**config.mk**
```make
export PLATFORM = sky130hd
export DESIGN_NAME = bpa_front
export DESIGN_NICKNAME = d
export VERILOG_FILES = /design/src/design/bpa_pkg.sv /design/src/design/bpa_front.sv
export SDC_FILE = /design/constraint.sdc
export NUM_CORES = 1
export LEC_CHECK = 0
export BUFFER_PORTS_ARGS = -buffer_cell sky130_fd_sc_hd__buf_2
export CAP_MARGIN = 5
export CORE_ASPECT_RATIO = 1.5
export CORE_MARGIN = 2
export CORE_UTILIZATION = 56
export CTS_BUF_LIST = sky130_fd_sc_hd__clkbuf_4 sky130_fd_sc_hd__clkbuf_8
export DETAILED_ROUTE_END_ITERATION = 8
export GPL_TIMING_DRIVEN = 0
export PLACE_DENSITY = 0.88
export SLEW_MARGIN = 30
export SYNTH_ARGS = -nofsm -noshare
export SYNTH_HDL_FRONTEND = slang
export SYNTH_SLANG_ARGS = --single-unit
```
**constraint.sdc**
```tcl
create_clock -name clk -period 4.1 [get_ports clk]
set_input_delay 0.41 -clock clk [delete_from_list [all_inputs] [get_ports clk]]
set_output_delay 0.41 -clock clk [all_outputs]
set_load 0.02 [all_outputs]
```
**src/design/bpa_pkg.sv**
```systemverilog
package bpa_pkg;

  localparam int MAX_PAGES  = 4096;
  localparam int PAGE_W     = $clog2(MAX_PAGES);
  localparam int CNT_W      = PAGE_W + 1;
  localparam int WORD_W     = 32;
  localparam int BIT_W      = $clog2(WORD_W);
  localparam int ROWS       = MAX_PAGES / WORD_W;
  localparam int ROW_W      = PAGE_W - BIT_W;
  localparam int NWORD_W    = ROW_W + 1;
  localparam int ADDR_W     = 24;
  localparam int PAGE_SHIFT = 12;
  localparam int MODE_W     = 2;
  localparam int STATUS_W   = 2;

  localparam logic [MODE_W-1:0] MODE_ALLOC = 2'd0;
  localparam logic [MODE_W-1:0] MODE_FREE  = 2'd1;
  localparam logic [MODE_W-1:0] MODE_MARK  = 2'd2;
  localparam logic [MODE_W-1:0] MODE_TEST  = 2'd3;

  localparam logic [STATUS_W-1:0] ST_OK    = 2'd0;
  localparam logic [STATUS_W-1:0] ST_OOM   = 2'd1;
  localparam logic [STATUS_W-1:0] ST_RANGE = 2'd2;

  typedef enum logic [2:0] {
    OP_ALLOC,
    OP_FREE,
    OP_MARK,
    OP_TEST,
    OP_RANGE
  } op_t;

  typedef enum logic [2:0] {
    B_IDLE,
    B_RMW,
    B_SCAN,
    B_MARK,
    B_FINISH
  } state_t;

  typedef struct packed {
    op_t               op;
    logic [PAGE_W-1:0] page;
    logic [CNT_W-1:0]  want;
  } req_t;

  typedef struct packed {
    logic valid;
    req_t req;
  } queue_out_t;

  // Number of consecutive ones counted upwards from bit 0.
  function automatic logic [BIT_W:0] low_ones(input logic [WORD_W-1:0] v);
    logic [BIT_W:0] cnt;
    cnt = (BIT_W + 1)'(WORD_W);
    for (int i = WORD_W - 1; i >= 0; i--) begin
      if (!v[i]) begin
        cnt = (BIT_W + 1)'(i);
      end
    end
    return cnt;
  endfunction

  // Number of consecutive ones counted downwards from the top bit.
  function automatic logic [BIT_W:0] high_ones(input logic [WORD_W-1:0] v);
    logic [BIT_W:0] cnt;
    cnt = (BIT_W + 1)'(WORD_W);
    for (int i = 0; i < WORD_W; i++) begin
      if (!v[i]) begin
        cnt = (BIT_W + 1)'(WORD_W - 1 - i);
      end
    end
    return cnt;
  endfunction

  function automatic logic [BIT_W-1:0] lowest_set(input logic [WORD_W-1:0] v);
    logic [BIT_W-1:0] idx;
    idx = '0;
    for (int i = WORD_W - 1; i >= 0; i--) begin
      if (v[i]) begin
        idx = BIT_W'(i);
      end
    end
    return idx;
  endfunction

  // Bit j is set when the len bits ending at j are all set; len is 1 to WORD_W.
  function automatic logic [WORD_W-1:0] window_fit(input logic [WORD_W-1:0] v,
                                                   input logic [BIT_W:0]    len);
    logic [WORD_W-1:0] p [BIT_W+1];
    logic [WORD_W-1:0] acc;
    p[0] = v;
    for (int k = 1; k <= BIT_W; k++) begin
      p[k] = p[k-1] & (p[k-1] << (1 << (k - 1)));
    end
    acc = '1;
    for (int k = 0; k <= BIT_W; k++) begin
      if (len[k]) begin
        acc = acc & (p[k] << (len & (BIT_W + 1)'((1 << k) - 1)));
      end
    end
    return acc;
  endfunction

endpackage

```
**src/design/bpa_front.sv**
```systemverilog
module bpa_front (
  input  logic                         clk,
  input  logic                         rst,
  input  logic                         in_valid,
  output logic                         in_ready,
  input  logic [bpa_pkg::MODE_W-1:0]   mode,
  input  logic [bpa_pkg::ADDR_W-1:0]   address,
  input  logic [bpa_pkg::CNT_W-1:0]    run_length,
  input  logic [bpa_pkg::CNT_W-1:0]    limit,
  output bpa_pkg::queue_out_t          head,
  input  logic                         pop
);

  bpa_pkg::req_t  entry [2];
  bpa_pkg::req_t  req_in;
  logic           wr_ptr;
  logic           rd_ptr;
  logic [1:0]     count;
  logic           push;
  logic           take;

  always_comb begin
    req_in.page = address[bpa_pkg::ADDR_W-1:bpa_pkg::PAGE_SHIFT];
    req_in.want = (run_length == '0) ? bpa_pkg::CNT_W'(1) : run_length;
    req_in.op   = bpa_pkg::OP_ALLOC;
    if (mode != bpa_pkg::MODE_ALLOC && {1'b0, req_in.page} >= limit) begin
      req_in.op = bpa_pkg::OP_RANGE;
    end else begin
      unique case (mode)
        bpa_pkg::MODE_ALLOC: req_in.op = bpa_pkg::OP_ALLOC;
        bpa_pkg::MODE_FREE:  req_in.op = bpa_pkg::OP_FREE;
        bpa_pkg::MODE_MARK:  req_in.op = bpa_pkg::OP_MARK;
        bpa_pkg::MODE_TEST:  req_in.op = bpa_pkg::OP_TEST;
        default:             req_in.op = bpa_pkg::OP_ALLOC;
      endcase
    end
  end

  assign in_ready   = (count != 2'd2);
  assign push       = in_valid && in_ready;
  assign take       = pop && head.valid;
  assign head.valid = (count != 2'd0);
  assign head.req   = entry[rd_ptr];

  always_ff @(posedge clk) begin
    if (rst) begin
      wr_ptr <= 1'b0;
      rd_ptr <= 1'b0;
      count  <= 2'd0;
    end else begin
      if (push) begin
        wr_ptr <= ~wr_ptr;
      end
      if (take) begin
        rd_ptr <= ~rd_ptr;
      end
      count <= count + 2'(push) - 2'(take);
    end
  end

  always_ff @(posedge clk) begin
    if (push) begin
      entry[wr_ptr] <= req_in;
    end
  end

endmodule

```
==> flow_results.org, run 1 <==
** Floorplan
- The floorplan step defined a core boundary enclosing about 4500 um2.
- Row generation in the floorplan step produced 30 rows.
- Die ar. :: approximately 5300 um2
- Die W :: about 60 um
- Die span in y :: roughly 90 um
- I/O pins :: 86
- Once the floorplan was initialized, standard cells occupied about three fifths of the core.

** Synthesis
- Simple-gate share of the synthesized area :: approximately 5.8%
- Average cell area after synthesis :: between 15 and 20 um2
- Counting every instance in the synthesized netlist gives about 180.
- Sequential cell area fraction in the yosys report :: about 67%
- EDFF count, synth :: 56
- The netlist uses 29 different library cells.
- Of the total synthesized cell area, the portion taken by XOR and XNOR cells is approximately 1.6%.
- Cell area after synthesis :: ~2700 um2
- Area share of fa/ha/maj cells after synthesis :: 6.57%
- Seq cells post-synth :: 61
- Fraction of synthesis flops using an asynchronous set or reset pin :: 0%
- Dominant combinational cell family by area after synthesis :: multiplexers
- Synth cell count leaders :: edfxtp_1, mux2_2, ha_1
- Total number of yosys warnings :: 0
- Most used standard cell by instance count after synthesis :: edfxtp_1
- The number of nets handed over by synthesis was about 250.
- After synthesis, the largest area contributor takes up approximately 63% of total cell area.
- Post-synth top area cell :: edfxtp_1
- Among all flip-flop cells after synthesis, the most frequent one is edfxtp_1.
- Top cells by area, synth :: edfxtp_1, mux2_2, ha_1
- Measured against the total synthesized area, the mux share comes to 11.8%.
- Summing the areas of all compound-gate instances in the mapped netlist gives around 2.8% of the synthesized area.

** Finish
- Filler Cell Count :: around 310
- Area of all placed cells without fillers :: 3330 um2
- Cells fill between 70% and 80% of the core in the end.
- Number of antenna repair diodes :: 0
- In the final layout, the share of cells above drive strength 1 is a little under half.
- From synthesis to final layout, the design area changed by 25.0%.
- Count of nets after finishing :: 332
- Number of standard cells in the final layout excluding fillers :: 331

** GRT
- Antenna violations before repair :: 0
- The number of global-route vias before repair came to roughly 1600.
- For this run, the total global-route usage over all layers was measured as about 18%.
- Global-route wire length before repair :: 6890 um
- Largest net degree at the start of global routing :: 29
- The total overflow left after global routing is 0.

** CTS
- Once the clock tree was built, the setup fixing pass inserted 0 buffers.
- CTS hold repair buffers :: 0
- Clock latency on the worst-skew pair :: roughly 0.32 ns
- Resize count post-CTS :: 0
- Number of clock sinks :: between 60 and 70
- Clock tree from TritonCTS :: built
- The H-tree was split into 3 levels.
- Clock-pin slew was measured on the worst setup and hold paths at 0.06 ns.
- CTS Buf Count :: 9
- Clock tree synthesis selected as its root buffer the cell clkbuf_8.
- Number of buffers on the longest clock path :: 2

** Power
- P_int :: 0.00133 W
- VDD sags by at most just under 500 uV.
- Total power divided by cell area :: 568 nW/um2
- Combinational logic is responsible for 30.7% of the overall power.
- The share of total power dissipated in sequential elements is 43.4%.
- In this run the power spent charging and discharging nets is ~0.00057 W.
- The analysis attributes to cell leakage a power of between 1 and 1.5 nW.
- Portion of total power attributed to the clock network :: between 20 and 30%
- Switching power as a share of total power :: roughly 30%

** Worst setup path
- Critical path data required time :: about 3.7 ns
- The worst setup path is captured at an output port.
- Critical path type :: reg -> out
- Arrival time reported for the critical path endpoint :: roughly 1.5 ns
- Cell with the largest stage delay on the worst path :: mux2_2
- Cells along the critical path :: buf_4 -> buf_6 -> mux2_2 -> buf_2
- Startpoint type of the worst setup path :: flip-flop
- In this run the worst path has a maximum fanout of 10.
- In this design, the stage delay of the slowest critical-path cell is between 0.3 and 0.4 ns.

** Routing
- Number of vias in the routed layout :: ~1600
- Total detailed-routing wirelength :: between 4000 and 5000 um
- Number of DRC markers in iteration 0 :: 30
- In the final routed layout, each cell accounts on average for around 14 um.
- Post-route DRC :: 0
- After detailed routing, the number of vias per cell comes to 4.97.
- The count of nets left with antenna violations once routing finished came out at 0.
- The first detailed-routing pass ran for 5 iterations.

** Placed design
- Routability congestion estimate :: around 0.82
- Number of port buffers :: 73
- Summed over all nets, the half-perimeter wirelength after detailed placement is ~3500 um.
- After detailed placement, the design holds a cell count of roughly 320.
- Setup WS pre-CTS :: approximately 2.3 ns
- Post-Place Cell Area :: between 3000 and 4000 um2

** STA
- Setup total negative slack on the finished layout was measured at 0 ns.
- Portion of the clock cycle consumed by the worst path in the final layout :: between 40% and 50%
- Max_slew headroom :: between 50% and 60%
- Setup violations remaining at the end of the flow were counted as 0.
- Static timing analysis puts the maximum clock frequency at ~520 MHz.
- Fin worst setup slack :: around 2.2 ns
- Number of hold-slack violations in the final timing report :: 0
- At the pin with the least slew margin, the transition time is 0.670 ns.
- Number of pins with negative max-slew slack in the final report :: 0
- Post-layout min period :: approximately 1.9 ns
- Setup repair after global routing missed its margin :: no
- Clock skew on the completed layout was measured at ~0.0056 ns.

** Min path
- Kind of path behind the tightest hold check :: in -> reg

** Flow run
- Max-cap violation count :: 0

** Status
- Status :: finished clean
-- area by class of cell --
class / instances / area, um2 / area share [%]
timing repair buffer: 74 / 393 / 11.8
tap: 64 / 80.1 / 2.40
clock inverter: 6 / 53.8 / 1.61
multi-input combinational: 88 / 771 / 23.1
sequential: 61 / 1780 / 53.4
inverter: 13 / 48.8 / 1.46
clock buffer: 10 / 131 / 3.94
buffer: 15 / 75.1 / 2.25
-- placed cells by master (no fill, tap or decap), drive strengths merged --
| cell type | instances |
|---|---|
| nor4 | 3 |
| nor2 | 9 |
| and4b | 1 |
| o221a | 1 |
| buf | 77 |
| o21ai | 3 |
| nand2b | 1 |
| clkbuf | 22 |
| nand3 | 4 |
| inv | 13 |
| and2 | 2 |
| ha | 14 |
| clkinvlp | 1 |
| bufinv | 1 |
| edfxtp | 56 |
| dfxtp | 5 |
| xor2 | 2 |
| xnor2 | 2 |
| a21boi | 1 |
| nand4 | 1 |
| nor2b | 2 |
| mux2 | 28 |
| and3 | 1 |
| clkinv | 4 |
| a31o | 1 |
| a21o | 1 |
| or2 | 1 |
| nand2 | 5 |
| a21oi | 5 |
-- per-stage QoR --
stage          total power (W)  hold slack [ns]
3_5_place_dp           0.00142            0.563
5_1_grt                0.00199            0.283
6_report               0.00189            0.295
4_1_cts                0.00192            0.279
2_1_floorplan          0.00123            0.482
3_3_place_gp           0.00139            0.512
-- worst max-delay path: cells and delay by family (launching register included) --
| family | cells | cell delay [ns] |
|---|---|---|
| flops | 1 | 0.31 |
| mux | 1 | 0.35 |
| buf+inv | 3 | 0.53 |
-- layer usage --
layer | wire [um] | up-vias | track usage, % | part of all wire (%)
met3 | 224 | 13 | 3.36 | 4.8
met2 | 2630 | 57 | 33.9 | 57
li1 | - | 810 | - | -
met1 | 1660 | 764 | 18.2 | 36
met4 | 123 | 0 | 12.1 | 2.7
met5 | 0 | - | 0 | 0
-- power groups by stage --
stage               sequential (W)  combinational [W]  clock (W)
floorplan                 0.000827           0.000404          0
global placement          0.000832           0.000558          0
detailed placement        0.000836           0.000589          0
CTS                       0.000823           0.000591   0.000501
global route              0.000832           0.000631   0.000524
finish                    0.000822           0.000582   0.000491
-- cells by family after synthesis --
kind of cell,Yosys count
mux,28
fa+ha+maj,14
flops,61
compound gates,12
xor+xnor,4
simple gates,30
buf+inv,28
-- final timing paths --
path                from           end  slack, ns  depth (start not counted)
max            flip-flop      head[10]       2.19                          4
max reg2reg     count[1]      count[1]       2.42                          8
min reg2reg       rd_ptr     flip-flop       0.58                          2
min          address[22]  entry[0][23]       0.29                          1
-- flip-flops by register name, indices dropped and copies added (netlist names), named ones only --
| register | flops |
|---|---|
| wr_ptr | 1 |
| entry | 56 |
| count | 2 |
| rd_ptr | 1 |
Power figures use the tool's default switching activity.
==> inputs of run 2 (changes only) <==
- CORE_UTILIZATION: 56 -> 47
- PLACE_DENSITY: 0.88 -> 0.79
- clock period: 4.1 -> 1.6 ns (I/O delays scaled with it)
==> run 2 against run 1 <==
The run now ends with negative setup slack left. Non-clock buffer count up 7. Worst setup slack worse by 2.2 ns. Global-route usage down 0.97 points. Power rose to 3.1 times the previous value. Sequential share of layout area down 6.5 points. First-iteration DRC count up 17%. Register-to-register slack worse by 2.4 ns. Critical path depth up 4.
==> flow_results.org, run 2 (synthesis results as in run 1) <==
** Finish
- The library cell used most frequently in the layout, excluding fill and tap cells, is edfxtp_1.
- Count of nets after finishing :: 340
- Share of cells above drive strength 1 :: roughly 53%
- Number of antenna repair diodes :: 0
- The library cells used most frequently in the layout, excluding fill and tap cells, are edfxtp_1, buf_2, buf_6, mux2_4.
- The sequential cells in the finished layout cover a total of approximately 1800 um2.
- Post-route core utilization :: 69.4%
- Filler Cell Count :: 376
- Max reg flops :: 56
- entry holds more flip-flops than any other register.
- Summing all multi-input logic gate instances after layout gives roughly 940 um2.
- The largest registers in the layout are entry x56, count x2.
- Area added between synthesis and finish :: 42.9%

** STA
- Setup violations remaining at the end of the flow were counted as 1.
- Maximum clock frequency :: 617 MHz
- Post-layout min period :: between 1.5 and 2 ns
- Portion of the clock cycle consumed by the worst path in the final layout :: 101%
- Fin worst setup slack :: -0.0207 ns
- Slew @ Worst Pin :: between 0.4 and 0.5 ns
- The tightest hold path in the finished design has a slack of about 0.028 ns.
- Setup repair after global routing missed its margin :: yes
- Across the routed clock network, the largest skew measured is 0.00958 ns.
- Summed over all failing endpoints, the final setup total negative slack is -0.0207 ns.
- The number of failing hold endpoints at the final stage came to 0.
- Max_slew headroom :: ~69%
- Number of pins with negative max-slew slack in the final report :: 0

** Floorplan
- For this configuration, the core starts out at a cell density of ~49%.
- After floorplanning, the core was sized to cover roughly 5500 um2.
- I/O pins :: between 80 and 90
- Measured along the y axis, the die boundary spans 96.3 um.
- Die ar. :: roughly 6300 um2
- Die W :: ~66 um
- Row count :: 33

** Routing
- Drt wl/cell :: approximately 15 um
- Number of DRC markers in iteration 0 :: 35
- For this run, design rule violations remaining after detail routing come to 0.
- Once detail routing completed, the nets flagged for antenna violations numbered 0.
- Number of vias in the routed layout :: ~1700
- Routed vias/inst :: roughly 5.0
- First-pass DRT Iterations :: 4
- The final layout contains routed wiring with a total length of 5280 um.

** Placed design
- Number of port buffers :: 73
- Summed over all nets, the half-perimeter wirelength after detailed placement is around 3300 um.
- At the end of routability-driven placement, the weighted congestion stood at 0.721.
- At the placement stage, the worst setup path has a slack of -0.174 ns.

** CTS
- Number of clock sinks :: 61
- In this run, CTS created clock tree buffers numbering 9.
- Number of levels in the clock H-tree :: 3
- TritonCTS built the clock tree.
- Clock-pin slew was measured on the worst setup and hold paths at 0.08 ns.
- Clock latency on the worst-skew pair :: 0.34 ns
- After clock tree synthesis, the flow added hold-fix buffers numbering 0.
- In this run the deepest clock path goes through 2 buffers.
- Clock tree synthesis selected as its root buffer the cell clkbuf_8.

** Worst setup path
- The worst setup path is of the reg -> reg kind.
- For the worst setup path, the data required time is between 1.5 and 2 ns.
- Crit end category :: flip-flop
- Of all nets on the critical path, the largest fanout is 3.
- Startpoint type of the worst setup path :: flip-flop
- Arrival time reported for the critical path endpoint :: between 1.5 and 2 ns

** Power
- Overall Power :: between 0.005 and 0.006 W
- Across the VDD grid, the largest voltage drop is 1060 uV.
- Leak pwr :: between 1.5 and 2 nW
- Dividing total power by cell area gives a power density of between 1500 and 2000 nW/um2.

** GRT
- Antenna violations before repair :: 0
- The total overflow left after global routing is 0.
- Largest net degree at the start of global routing :: 29
- All-layer global routing usage :: about 17%
- The number of global-route vias before repair was roughly 1800.
- Global-route wire length before repair :: 7730 um

** Status
- The flow ran to the end, but the final reports show violations.
- Violations in the final reports :: negative setup slack

** Flow run
- Max-cap violation count :: 0

** Min path
- The worst hold path belongs to the class in -> reg.
## run 2: per-layer routing
layer,GRT usage [%],vias to the layer above,routed length (um)
li1,-,830,-
met1,16.1,825,1830
met2,33.0,52,3080
met3,3.98,14,193
met4,12.5,0,171
met5,0,-,0
## run 2: worst max-delay path, stage by stage, from the launching register on
cell and delay (ns):
dfxtp_2 0.35, or2_4 0.23, and2_4 0.15, ha_4 0.26, inv_2 0.04, ha_4 0.15, xor2_2 0.17, xnor2_1 0.13
nor2_1 0.05
## run 2: final timing paths
check | from | endpoint | slack (ns) | cells past startpoint
worst min register to register | rd_ptr | rd_ptr | 0.55 | 2
worst max register to register | count[1] | count[1] | -0.02 | 8
worst max-delay path | count[1] | count[1] | -0.02 | 8
worst min-delay path | address[12] | entry[0][13] | 0.03 | 1
## run 2: cell type report
type / instances / share of cell area [%]
buffer: 14 / 1.97
clock buffer: 9 / 3.25
clock inverter: 7 / 2.56
inverter: 13 / 1.28
multi-input combinational: 89 / 24.5
sequential: 61 / 46.9
tap: 70 / 2.30
timing repair buffer: 82 / 17.2
## run 2: per-stage QoR
stage               cells  cell area, um2
finish                345            3810
global route          345            3810
detailed placement    320            3150
CTS                   347            3570
floorplan             177            2700
global placement      320            3150
## run 2: report_power, final
| part | internal [W] | switching, W |
|---|---|---|
| Sequential | 0.00204 | 0.000135 |
| Clock | 0.000884 | 0.000619 |
| Combinational | 0.00122 | 0.000989 |
## run 2: timing repair
item                                    in CTS  in global routing
endpoints found under the setup margin      49                 29
setup buffers                                8                  0
pin swaps                                    2                  0
cloned                                       3                  0
gates resized for setup                     20                 84
